--- src/hw/rtl/cpsm_pkg.sv ---
// Shared types for the Comba product-scanning multiplier.
// Transfer payloads and the per-operation control word; no dependencies.
package cpsm_pkg;

    // Width of every digit field on the ports
    localparam int FIELD_BITS = 32;

    // One operand digit pair
    typedef struct packed {
        logic [FIELD_BITS-1:0] a_digit;
        logic [FIELD_BITS-1:0] b_digit;
        logic                  last_pair;
    } operand_t;

    // One product digit
    typedef struct packed {
        logic [FIELD_BITS-1:0] product_digit;
        logic                  last_digit;
    } product_t;

    // Control word travelling with each issued digit-product operation
    typedef struct packed {
        logic term;     // a digit product is to be added
        logic col_end;  // final operation of a column: emit a digit
        logic last;     // final column of the product
    } op_t;

endpackage

--- src/hw/rtl/comba_product_scanning_multiplier.sv ---
// Comba product-scanning multi-precision multiplier, top level.
// Depends on cpsm_pkg, cpsm_ram and cpsm_mac.
//
// Usage:
//   operand channel: one transfer per digit pair (a_digit, b_digit), least
//   significant first; last_pair marks the final pair and fixes the length n.
//   The MAX_DIGITS-th pair is taken as final whatever its flag.
//   product channel: 2n transfers, least significant digit first; last_digit
//   is set on the most significant one.
// Timing:
//   Loading takes one pair per cycle while operand_stall is low. After the
//   final pair the sequencer issues one digit-product read per cycle while
//   the product side does not stall, from the two operand RAMs (one read
//   port each), n*n reads plus one for the top column. After the final pair
//   the first product digit passes the RAM read, product and output registers.
//   operand_stall is high while the product is being issued; loading of the
//   next operand may start while earlier digits are still in the pipeline.
// Stall: a stalled product digit holds; the read, multiply and accumulate
//   stages freeze with it, so nothing is lost.
// Reset: clears sequencer, pipeline valids and accumulator; RAM contents are
//   left as they are, and only written digits are added into the product.
module comba_product_scanning_multiplier
    import cpsm_pkg::*;
#(
    parameter int MAX_DIGITS = 32,
    parameter int DIGIT_BITS = 32
) (
    input  logic     clk,
    input  logic     rst_n,
    input  logic     operand_valid,
    output logic     operand_stall,
    input  operand_t operand,
    output logic     product_valid,
    input  logic     product_stall,
    output product_t product
);

    localparam int AW = MAX_DIGITS > 1 ? $clog2(MAX_DIGITS) : 1;
    localparam int KW = $clog2(2 * MAX_DIGITS);
    localparam int SW = DIGIT_BITS < FIELD_BITS ? DIGIT_BITS : FIELD_BITS;

    typedef enum logic {ST_LOAD, ST_RUN} state_t;

    state_t          state_reg;
    logic [AW-1:0]   count_reg;
    logic [KW-1:0]   nm1_reg;
    logic [KW-1:0]   last_k_reg;
    logic [KW-1:0]   k_reg;
    logic [KW-1:0]   i_reg;

    logic            load;
    logic            load_last;
    logic            adv;
    logic            issue_valid;
    op_t             issue_op;
    logic [KW-1:0]   i_hi;
    logic [KW-1:0]   k_plus1;
    logic [KW-1:0]   i_lo_next;
    logic [KW-1:0]   b_idx;
    logic            last_col;
    logic            col_end;
    logic [SW-1:0]   a_data;
    logic [SW-1:0]   b_data;

    assign operand_stall = (state_reg == ST_RUN);
    assign load          = operand_valid && !operand_stall;
    assign load_last     = operand.last_pair || (count_reg == AW'(MAX_DIGITS - 1));

    // Column scan: row range for column k is max(0, k-n+1) .. min(k, n-1)
    assign last_col  = (k_reg == last_k_reg);
    assign i_hi      = (k_reg > nm1_reg) ? nm1_reg : k_reg;
    assign col_end   = last_col || (i_reg == i_hi);
    assign k_plus1   = k_reg + KW'(1);
    assign i_lo_next = (k_plus1 > nm1_reg) ? k_plus1 - nm1_reg : '0;
    assign b_idx     = k_reg - i_reg;

    assign issue_valid      = (state_reg == ST_RUN);
    assign issue_op.term    = !last_col;
    assign issue_op.col_end = col_end;
    assign issue_op.last    = last_col;

    // Sequencer
    always_ff @(posedge clk or negedge rst_n)
    begin
        if (!rst_n)
        begin
            state_reg  <= ST_LOAD;
            count_reg  <= '0;
            nm1_reg    <= '0;
            last_k_reg <= '0;
            k_reg      <= '0;
            i_reg      <= '0;
        end
        else
        begin
            case (state_reg)
                ST_LOAD:
                begin
                    if (load)
                    begin
                        if (load_last)
                        begin
                            state_reg  <= ST_RUN;
                            count_reg  <= '0;
                            nm1_reg    <= KW'(count_reg);
                            last_k_reg <= KW'(count_reg) + KW'(count_reg) + KW'(1);
                            k_reg      <= '0;
                            i_reg      <= '0;
                        end
                        else
                        begin
                            count_reg <= count_reg + AW'(1);
                        end
                    end
                end
                ST_RUN:
                begin
                    if (adv)
                    begin
                        if (last_col)
                        begin
                            state_reg <= ST_LOAD;
                        end
                        else if (col_end)
                        begin
                            k_reg <= k_plus1;
                            i_reg <= i_lo_next;
                        end
                        else
                        begin
                            i_reg <= i_reg + KW'(1);
                        end
                    end
                end
                default:
                begin
                    state_reg <= ST_LOAD;
                end
            endcase
        end
    end

    // Operand stores
    cpsm_ram #(
        .WIDTH (SW),
        .DEPTH (MAX_DIGITS)
    ) u_a_ram (
        .clk   (clk),
        .we    (load),
        .waddr (count_reg),
        .wdata (operand.a_digit[SW-1:0]),
        .re    (issue_valid && adv),
        .raddr (i_reg[AW-1:0]),
        .rdata (a_data)
    );

    cpsm_ram #(
        .WIDTH (SW),
        .DEPTH (MAX_DIGITS)
    ) u_b_ram (
        .clk   (clk),
        .we    (load),
        .waddr (count_reg),
        .wdata (operand.b_digit[SW-1:0]),
        .re    (issue_valid && adv),
        .raddr (b_idx[AW-1:0]),
        .rdata (b_data)
    );

    // Multiply, accumulate and output slot
    cpsm_mac #(
        .DIGIT_BITS (DIGIT_BITS),
        .STORE_BITS (SW)
    ) u_mac (
        .clk           (clk),
        .rst_n         (rst_n),
        .issue_valid   (issue_valid),
        .issue_op      (issue_op),
        .a_data        (a_data),
        .b_data        (b_data),
        .adv           (adv),
        .product_valid (product_valid),
        .product_stall (product_stall),
        .product       (product)
    );

endmodule

--- src/hw/rtl/cpsm_ram.sv ---
// Generic single-write, single-read synchronous RAM with registered read.
// No dependencies.
module cpsm_ram #(
    parameter int WIDTH = 32,
    parameter int DEPTH = 32
) (
    input  logic                                  clk,
    input  logic                                  we,
    input  logic [(DEPTH > 1 ? $clog2(DEPTH) : 1)-1:0] waddr,
    input  logic [WIDTH-1:0]                      wdata,
    input  logic                                  re,
    input  logic [(DEPTH > 1 ? $clog2(DEPTH) : 1)-1:0] raddr,
    output logic [WIDTH-1:0]                      rdata
);

    logic [WIDTH-1:0] mem [DEPTH];
    logic [WIDTH-1:0] rdata_reg;

    // Write port and registered read port
    always_ff @(posedge clk)
    begin
        if (we)
        begin
            mem[waddr] <= wdata;
        end
        if (re)
        begin
            rdata_reg <= mem[raddr];
        end
    end

    assign rdata = rdata_reg;

endmodule

--- src/hw/rtl/cpsm_mac.sv ---
// Multiply-accumulate datapath: digit product, three-digit accumulator, output register.
// Depends on cpsm_pkg; fed by the operand RAMs in the top level.
module cpsm_mac
    import cpsm_pkg::*;
#(
    parameter int DIGIT_BITS = 32,
    parameter int STORE_BITS = 32
) (
    input  logic                  clk,
    input  logic                  rst_n,
    input  logic                  issue_valid,
    input  op_t                   issue_op,
    input  logic [STORE_BITS-1:0] a_data,
    input  logic [STORE_BITS-1:0] b_data,
    output logic                  adv,
    output logic                  product_valid,
    input  logic                  product_stall,
    output product_t              product
);

    localparam int ACC_W = 3 * DIGIT_BITS;

    logic                    s1_valid_reg;
    op_t                     s1_op_reg;
    logic                    s2_valid_reg;
    op_t                     s2_op_reg;
    logic [2*STORE_BITS-1:0] prod_reg;
    logic [ACC_W-1:0]        acc_reg;
    logic [ACC_W-1:0]        acc_next;
    logic [ACC_W-1:0]        sum;
    logic                    out_valid_reg;
    product_t                out_reg;

    // Whole pipeline moves only when the output slot is free or being taken
    assign adv = !out_valid_reg || !product_stall;

    // Accumulator update
    assign sum = s2_op_reg.term ? acc_reg + ACC_W'(prod_reg) : acc_reg;

    always_comb
    begin
        acc_next = acc_reg;
        if (s2_valid_reg)
        begin
            if (s2_op_reg.last)
            begin
                acc_next = '0;
            end
            else if (s2_op_reg.col_end)
            begin
                acc_next = sum >> DIGIT_BITS;
            end
            else
            begin
                acc_next = sum;
            end
        end
    end

    // Control state of the stages and the output slot
    always_ff @(posedge clk or negedge rst_n)
    begin
        if (!rst_n)
        begin
            s1_valid_reg  <= 1'b0;
            s2_valid_reg  <= 1'b0;
            out_valid_reg <= 1'b0;
            acc_reg       <= '0;
        end
        else if (adv)
        begin
            s1_valid_reg  <= issue_valid;
            s2_valid_reg  <= s1_valid_reg;
            out_valid_reg <= s2_valid_reg && s2_op_reg.col_end;
            acc_reg       <= acc_next;
        end
    end

    // Payload registers
    always_ff @(posedge clk)
    begin
        if (adv)
        begin
            s1_op_reg <= issue_op;
            s2_op_reg <= s1_op_reg;
            prod_reg  <= a_data * b_data;
            if (s2_valid_reg && s2_op_reg.col_end)
            begin
                out_reg.product_digit <= FIELD_BITS'(sum[STORE_BITS-1:0]);
                out_reg.last_digit    <= s2_op_reg.last;
            end
        end
    end

    assign product_valid = out_valid_reg;
    assign product       = out_reg;

endmodule

--- config.mk ---
export PLATFORM = sky130hd
export DESIGN_NAME = comba_product_scanning_multiplier
export DESIGN_NICKNAME = d
export VERILOG_FILES = /design/src/hw/rtl/cpsm_pkg.sv /design/src/hw/rtl/comba_product_scanning_multiplier.sv /design/src/hw/rtl/cpsm_ram.sv /design/src/hw/rtl/cpsm_mac.sv
export SDC_FILE = /design/constraint.sdc
export NUM_CORES = 2
export LEC_CHECK = 0
export CAP_MARGIN = 30
export CORE_UTILIZATION = 25
export CTS_CLUSTER_SIZE = 30
export DETAILED_ROUTE_END_ITERATION = 8
export DONT_BUFFER_PORTS = 1
export SYNTH_ARGS = -nofsm -noshare
export SYNTH_HDL_FRONTEND = slang
export SYNTH_HIERARCHICAL = 1
export SYNTH_SLANG_ARGS = --single-unit
--- constraint.sdc ---
create_clock -name clk -period 8.8 [get_ports clk]
set_input_delay 1.76 -clock clk [delete_from_list [all_inputs] [get_ports clk]]
set_output_delay 1.76 -clock clk [all_outputs]
set_load 0.005 [all_outputs]
* Word-level counts from Yosys, hierarchy flattened *
Memory sizes are Yosys's and may differ from the RTL's. A register that Yosys moved wholly into a read port is not among the register bits.
Cells that the tools add are included.
W data, S select, Z words.

storage, ports and cells
  bits in writable memories = 2048
  register bits = 231
  logic and storage cells = 80
  memories kept = 2
  bits of input ports = 69

memories
  memory       words  bits a word  read ports  clocked after Yosys merged registers in  write ports  RTL line        text
  u_a_ram.mem  32     32           1           1                                        1            cpsm_ram.sv:16  logic [WIDTH-1:0] mem [DEPTH];
  u_b_ram.mem  32     32           1           1                                        1            cpsm_ram.sv:16

operators by class
  bitwise operators = 1
  equal/unequal tests = 8
  add/sub/neg operators = 8
  muxes and demuxes = 23
  multipliers = 1
  order comparisons = 2
  reduce and logical (&&, ||, !) cells = 16

operators with widths
  cell                   number
  $mux W96               3
  $add A96 B64 Y96       1
  $mul A32 B32 Y64       1
  $mux W6                10
  $pmux W6 S2            2
  $add A6 B1 Y6 const B  3
  $eq A6 B6 Y1           2
  $gt A6 B5 Y1           2
  $add A5 B5 Y6          1
  $mux W1                6
  $ne A2 B2 Y1 const B   3
  $reduce_and A2 Y1      3
  $sub A6 B5 Y6          1
  $add A5 B1 Y5 const B  1
  $eq A5 B5 Y1 const B   1
  $mux W5                1
  $reduce_and A5 Y1      1
  $sub A5 B5 Y5          1
  $logic_not A1 Y1       4
  $ne A2 B1 Y1 const B   2
  $reduce_and A4 Y1      1
  $logic_and A1 B1 Y1    3
  $logic_or A1 B1 Y1     3
  $reduce_and A3 Y1      1
  2 further kinds        2

* Longest topological paths before layout *
  depth after elaboration = 8
  depth in mapped cells = 28
  depth with buffers taken out = 26

* By module *
The synthesis kept the hierarchy.

by module, submodules not included
  module                             cells each  times used  area each (sq um)  sequential area each (sq um)
  cpsm_ram                           2260        2           40805.4            31710.4
  cpsm_mac                           5063        1           46432.0            5570.3
  comba_product_scanning_multiplier  213         1           1915.6             600.6

* Worst setup path before layout *
Ideal clock, no wire load.

  path kind = register -> register
  start = register u_b_ram.rdata_reg[2], in the netlist u_b_ram/rdata[2], read port of u_b_ram.mem
  end = register u_mac.prod_reg[46] (data pin)
  stages on the path, launching flop included = 27
  buffers on the path = 2
  clock period less this slack = 7.499 ns
  library setup time = 0.262 ns
  slack = 1.301 ns
  data required time = 8.538 ns
  arrival time = 7.236 ns
  cells stage by stage = edfxtp_1 > clkbuf_1 > and2_1 > fa_1 > inv_1 > fa_1 > fa_1 > fa_1 > inv_1 > fa_1 > inv_1 > fa_1 > inv_1 > fa_1 > fa_1 > ha_1 > buf_2 > nand2_1 > nor3_2 > inv_1 > o311ai_1 > a311oi_1 > o41ai_2 > a31oi_1 > o31a_1 > o21bai_1 > xor2_1

between the ends
  word-level cells in the longest chain between the ends = 1

ends and longest elaborated chain
  what                    RTL line        text
  start: declaration      cpsm_ram.sv:17  logic [WIDTH-1:0] rdata_reg;
  $mul A32 B32 Y64        cpsm_mac.sv:86  prod_reg <= a_data * b_data;
  end signal: assignment  cpsm_mac.sv:86
  end: declaration        cpsm_mac.sv:27  logic [2*STORE_BITS-1:0] prod_reg;

No other way between the ends.
A chain may end at the register's enable or synchronous reset.

* Worst setup path after layout *
  start = register u_b_ram.rdata_reg[11], in the netlist u_b_ram/rdata[11], read port of u_b_ram.mem
  end = register u_mac.prod_reg[46] (data pin)

The elaborated chain is that of the path after synthesis.

==> key figures <==
Status
  • Status: finished with violations
  • Failing checks: DRC

CTS
  • CTS tree: built
  • Clock Latency Late Sink: just under 1 ns
  • H-tree depth: 4
  • Max clock buf depth: 4
  • CTS Hold Bufs: 0
  • Worst-path clk slew: 0.07 ns
  • CTS Buf Count: 236
  • Root Driver: clkbuf_16
  • Clock sink count: 2338

Worst setup path
  • Crit path kind: flop to flop
  • Setup crit start kind: flop
  • Max stage delay on crit path: about 0.75 ns
  • Cell mode on critical path: fa_1
  • Critical Path Start: u_b_ram/rdata[11]$_DFFE_PP_
  • Peak fanout along the critical path: 27
  • Buffers plus inverters on the worst setup path: 8
  • Origin of the critical flop-to-flop path: u_b_ram/rdata[11]$_DFFE_PP_
  • Arr. time, crit path: roughly 9.0 ns
  • Setup crit end kind: flop
  • WP data required: 9.45 ns
  • Crit-path slowest cell: edfxtp_1
  • CP delay by family, top: adder cells

Cells and area
  • Layout cells sized above 1: under 10%
  • Register area: 69600 um2
  • Final core utilization: approximately 28%
  • Area growth, synth to finish: 12.4%
  • # fillers: 52500
  • Multi-input logic area: 54700 um2
  • # nets final: 11000

Floorplanning
  • Die Footprint: 523000 um2
  • Initial Utilization: roughly 25%
  • Num ports: approximately 100
  • # rows: 264
  • Die H: 723 um
  • Core ar.: 517000 um2
  • Die W: 723 um

Flow run
  • Maxcap violations: 0

GRT
  • Global-route wire length before repair: 499000 um
  • Pin count of the biggest net entering global routing: between 100 and 150
  • Initial antenna violation count: 21
  • GRT Util Overall: approximately an eighth
  • Global route total overflow: 0
  • Vias in the first global route: 77400

Synthesis
  • Sequential share of the synthesized area: 53.5%
  • Post-synthesis cell area: 130000 um2
  • Syn Nets: ~11000
  • Synth async-reset ratio: 5.26%
  • Number of flops mapped to enable cells by yosys: roughly 2200
  • Syn. warnings: 6
  • Top-area cell type share of the netlist area: 51.2%
  • Syn avg cell area: 13.3 um2
  • Post-Syn Instances: 9796
  • Primary FF master, synth: edfxtp_1
  • Leading area contributor after synthesis: edfxtp_1
  • Unique masters post-synth: 103
  • Flops & latches, synth: 2338
  • Area contributors post-synth: edfxtp_1 51%, fa_1 14%, mux2i_1 8.0%

Worst hold path
  • HP Start: u_mac/s1_op_reg[1]$_DFFE_PN_
  • Hold Crit Class: flop to flop

Timing
  • Worst-margin pin slew: 1.04 ns
  • Slew margin rel.: 30.7%
  • Hold Worst Slack: 0.405 ns
  • Tcrit/Tclk final: between 90 and 100%
  • Max-slew violations: 0
  • Setup Viol. Count Final: 0
  • Tmin final: 8.36 ns
  • RSZ-0062 raised after global routing: no
  • Final hold viol count: 0
  • Max Fclk: 120 MHz
  • Setup TNS: 0 ns
  • Clk_skew: 0.148 ns
  • Post-route setup slack: about 0.44 ns

Route
  • Initial drt markers: 6304
  • DRC viols: 1
  • Vias per cell: 4.57
  • Vias: 76800
  • DR pass1 iterations: 9
  • Antenna viol nets, final: 0
  • Final wirelength: 332000 um
  • Drt wl/cell: roughly 20 um

Placed design
  • Global placement routability congestion: 0.868
  • Port-buffer cells: 0
  • Hpwl dp: 217000 um
  • Pre-CTS WS: 0.313 ns
[placed cells by master (no fill, tap or decap), drive strengths merged, types with 73 or more instances in the layout]
cell type,Yosys,layout
buf,189,227
a22oi,208,208
a22o,141,141
xnor2,99,99
a31oi,99,99
nor2,194,194
nor3,101,101
nand2,836,836
edfxtp,2215,2215
o21ai,162,162
a21o,73,73
mux2i,1045,1045
clkbuf,373,274
a21oi,378,378
and2,617,617
dfrtp,123,123
clkinv,0,112
inv,916,925
fa,899,899
ha,345,345
nand3,260,260
[worst register-to-register path, cell delays in order (launching register included)]
cell and delay (ns):
edfxtp_1 0.75, buf_4 0.35, and2_1 0.17, fa_1 0.42
inv_1 0.09, fa_1 0.17, inv_1 0.05, fa_1 0.47
inv_1 0.05, fa_1 0.47, inv_1 0.06, fa_1 0.51
inv_1 0.06, fa_1 0.55, inv_1 0.05, fa_1 0.50
fa_1 0.43, ha_1 0.40, nand2_1 0.16, nor3_2 0.24
inv_1 0.06, o311ai_1 0.48, a311oi_2 0.25, o41ai_2 0.48
a31oi_1 0.25, o31a_1 0.36, o21bai_1 0.17, xor2_1 0.10
[final timing paths]
kind                                                   end  slack [ns]  depth (start not counted)
max in group asynchronous             i_reg[1]$_DFFE_PN0P_        7.83                          0
setup reg to reg              u_mac/prod_reg[46]$_DFFE_PN_        0.44                         27
min in group asynchronous  u_mac/product_valid$_DFFE_PN0N_        0.56                          0
hold / removal                u_mac/s2_op_reg[1]$_DFFE_PN_        0.40                          0
hold reg to reg               u_mac/s2_op_reg[1]$_DFFE_PN_        0.40                          0
setup / recovery              u_mac/prod_reg[46]$_DFFE_PN_        0.44                         27
[what timing repair did]
action                                 in CTS  in global routing
buffers inserted                            0                  2
resized for setup                           0                  1
setup endpoints to repair                   0                  4
endpoints found under the hold margin       0                  0
[layer usage]
| layer | share of wire [%] | GRT usage (%) | wire length (um) | vias up |
|---|---|---|---|---|
| li1 | - | - | - | 34400 |
| met1 | 46 | 17.7 | 153000 | 39900 |
| met2 | 46 | 20.0 | 153000 | 2126 |
| met3 | 6.0 | 1.76 | 19800 | 366 |
| met4 | 1.9 | 2.52 | 6370 | 2 |
| met5 | 0.0060 | 0 | 20 | - |
[metrics by stage]
step                      std cells  instance area (um2)
after floorplan                9796               130000
after global placement        16400               138000
after detailed placement      16400               138000
after CTS                     16800               146000
after global routing          16800               146000
final                         16800               146000
[synth_stat cells, drive strengths merged (7+ instances only)]
master  instances
or3            12
nor4           13
ha            345
o21ai         162
o221ai         19
clkbuf        373
a41oi           9
dfrtp         123
o21a           14
and3           29
or2             9
o211ai         18
o21bai         34
a21oi         378
and4           13
mux2           34
nand3b         11
and2          617
nand3         260
a221o          10
fa            899
o22ai           9
nor2b          17
edfxtp       2215
xnor2          99
a21o           73
inv           916
or3b            7
xor2           68
a211oi         16
a221oi          8
nor2          194
nor3          101
nand4          58
a222oi          7
buf           189
a31oi          99
nand2         836
a22oi         208
o31ai          17
mux2i        1045
a22o          141
nand2b         14
[logic make-up after synthesis]
family	after synthesis	share of synthesized area [%]
AO/OA/AOI/OAI	1282	6.63
XOR/XNOR	167	1.13
adder cells (fa/ha/maj)	1244	17.2
buffers and inverters	1478	4.78
flip-flops	2338	53.5
multiplexers	1079	8.34
AND/OR/NAND/NOR	2208	8.40
[area by class of cell]
| class | instances | share of cell area (%) |
|---|---|---|
| diodes | 10 | 0.0171 |
| clock buffers | 274 | 4.14 |
| clock inverters | 152 | 1.04 |
| inverters | 916 | 2.36 |
| multi-input cells | 5980 | 37.5 |
| flip-flops and latches | 2338 | 47.7 |
| well taps | 6916 | 5.93 |
| repair buffers | 227 | 1.38 |
Power is left out: the tool's default activity adds up to more than one toggle a clock period on the data nets, which glitch-free logic cannot reach.
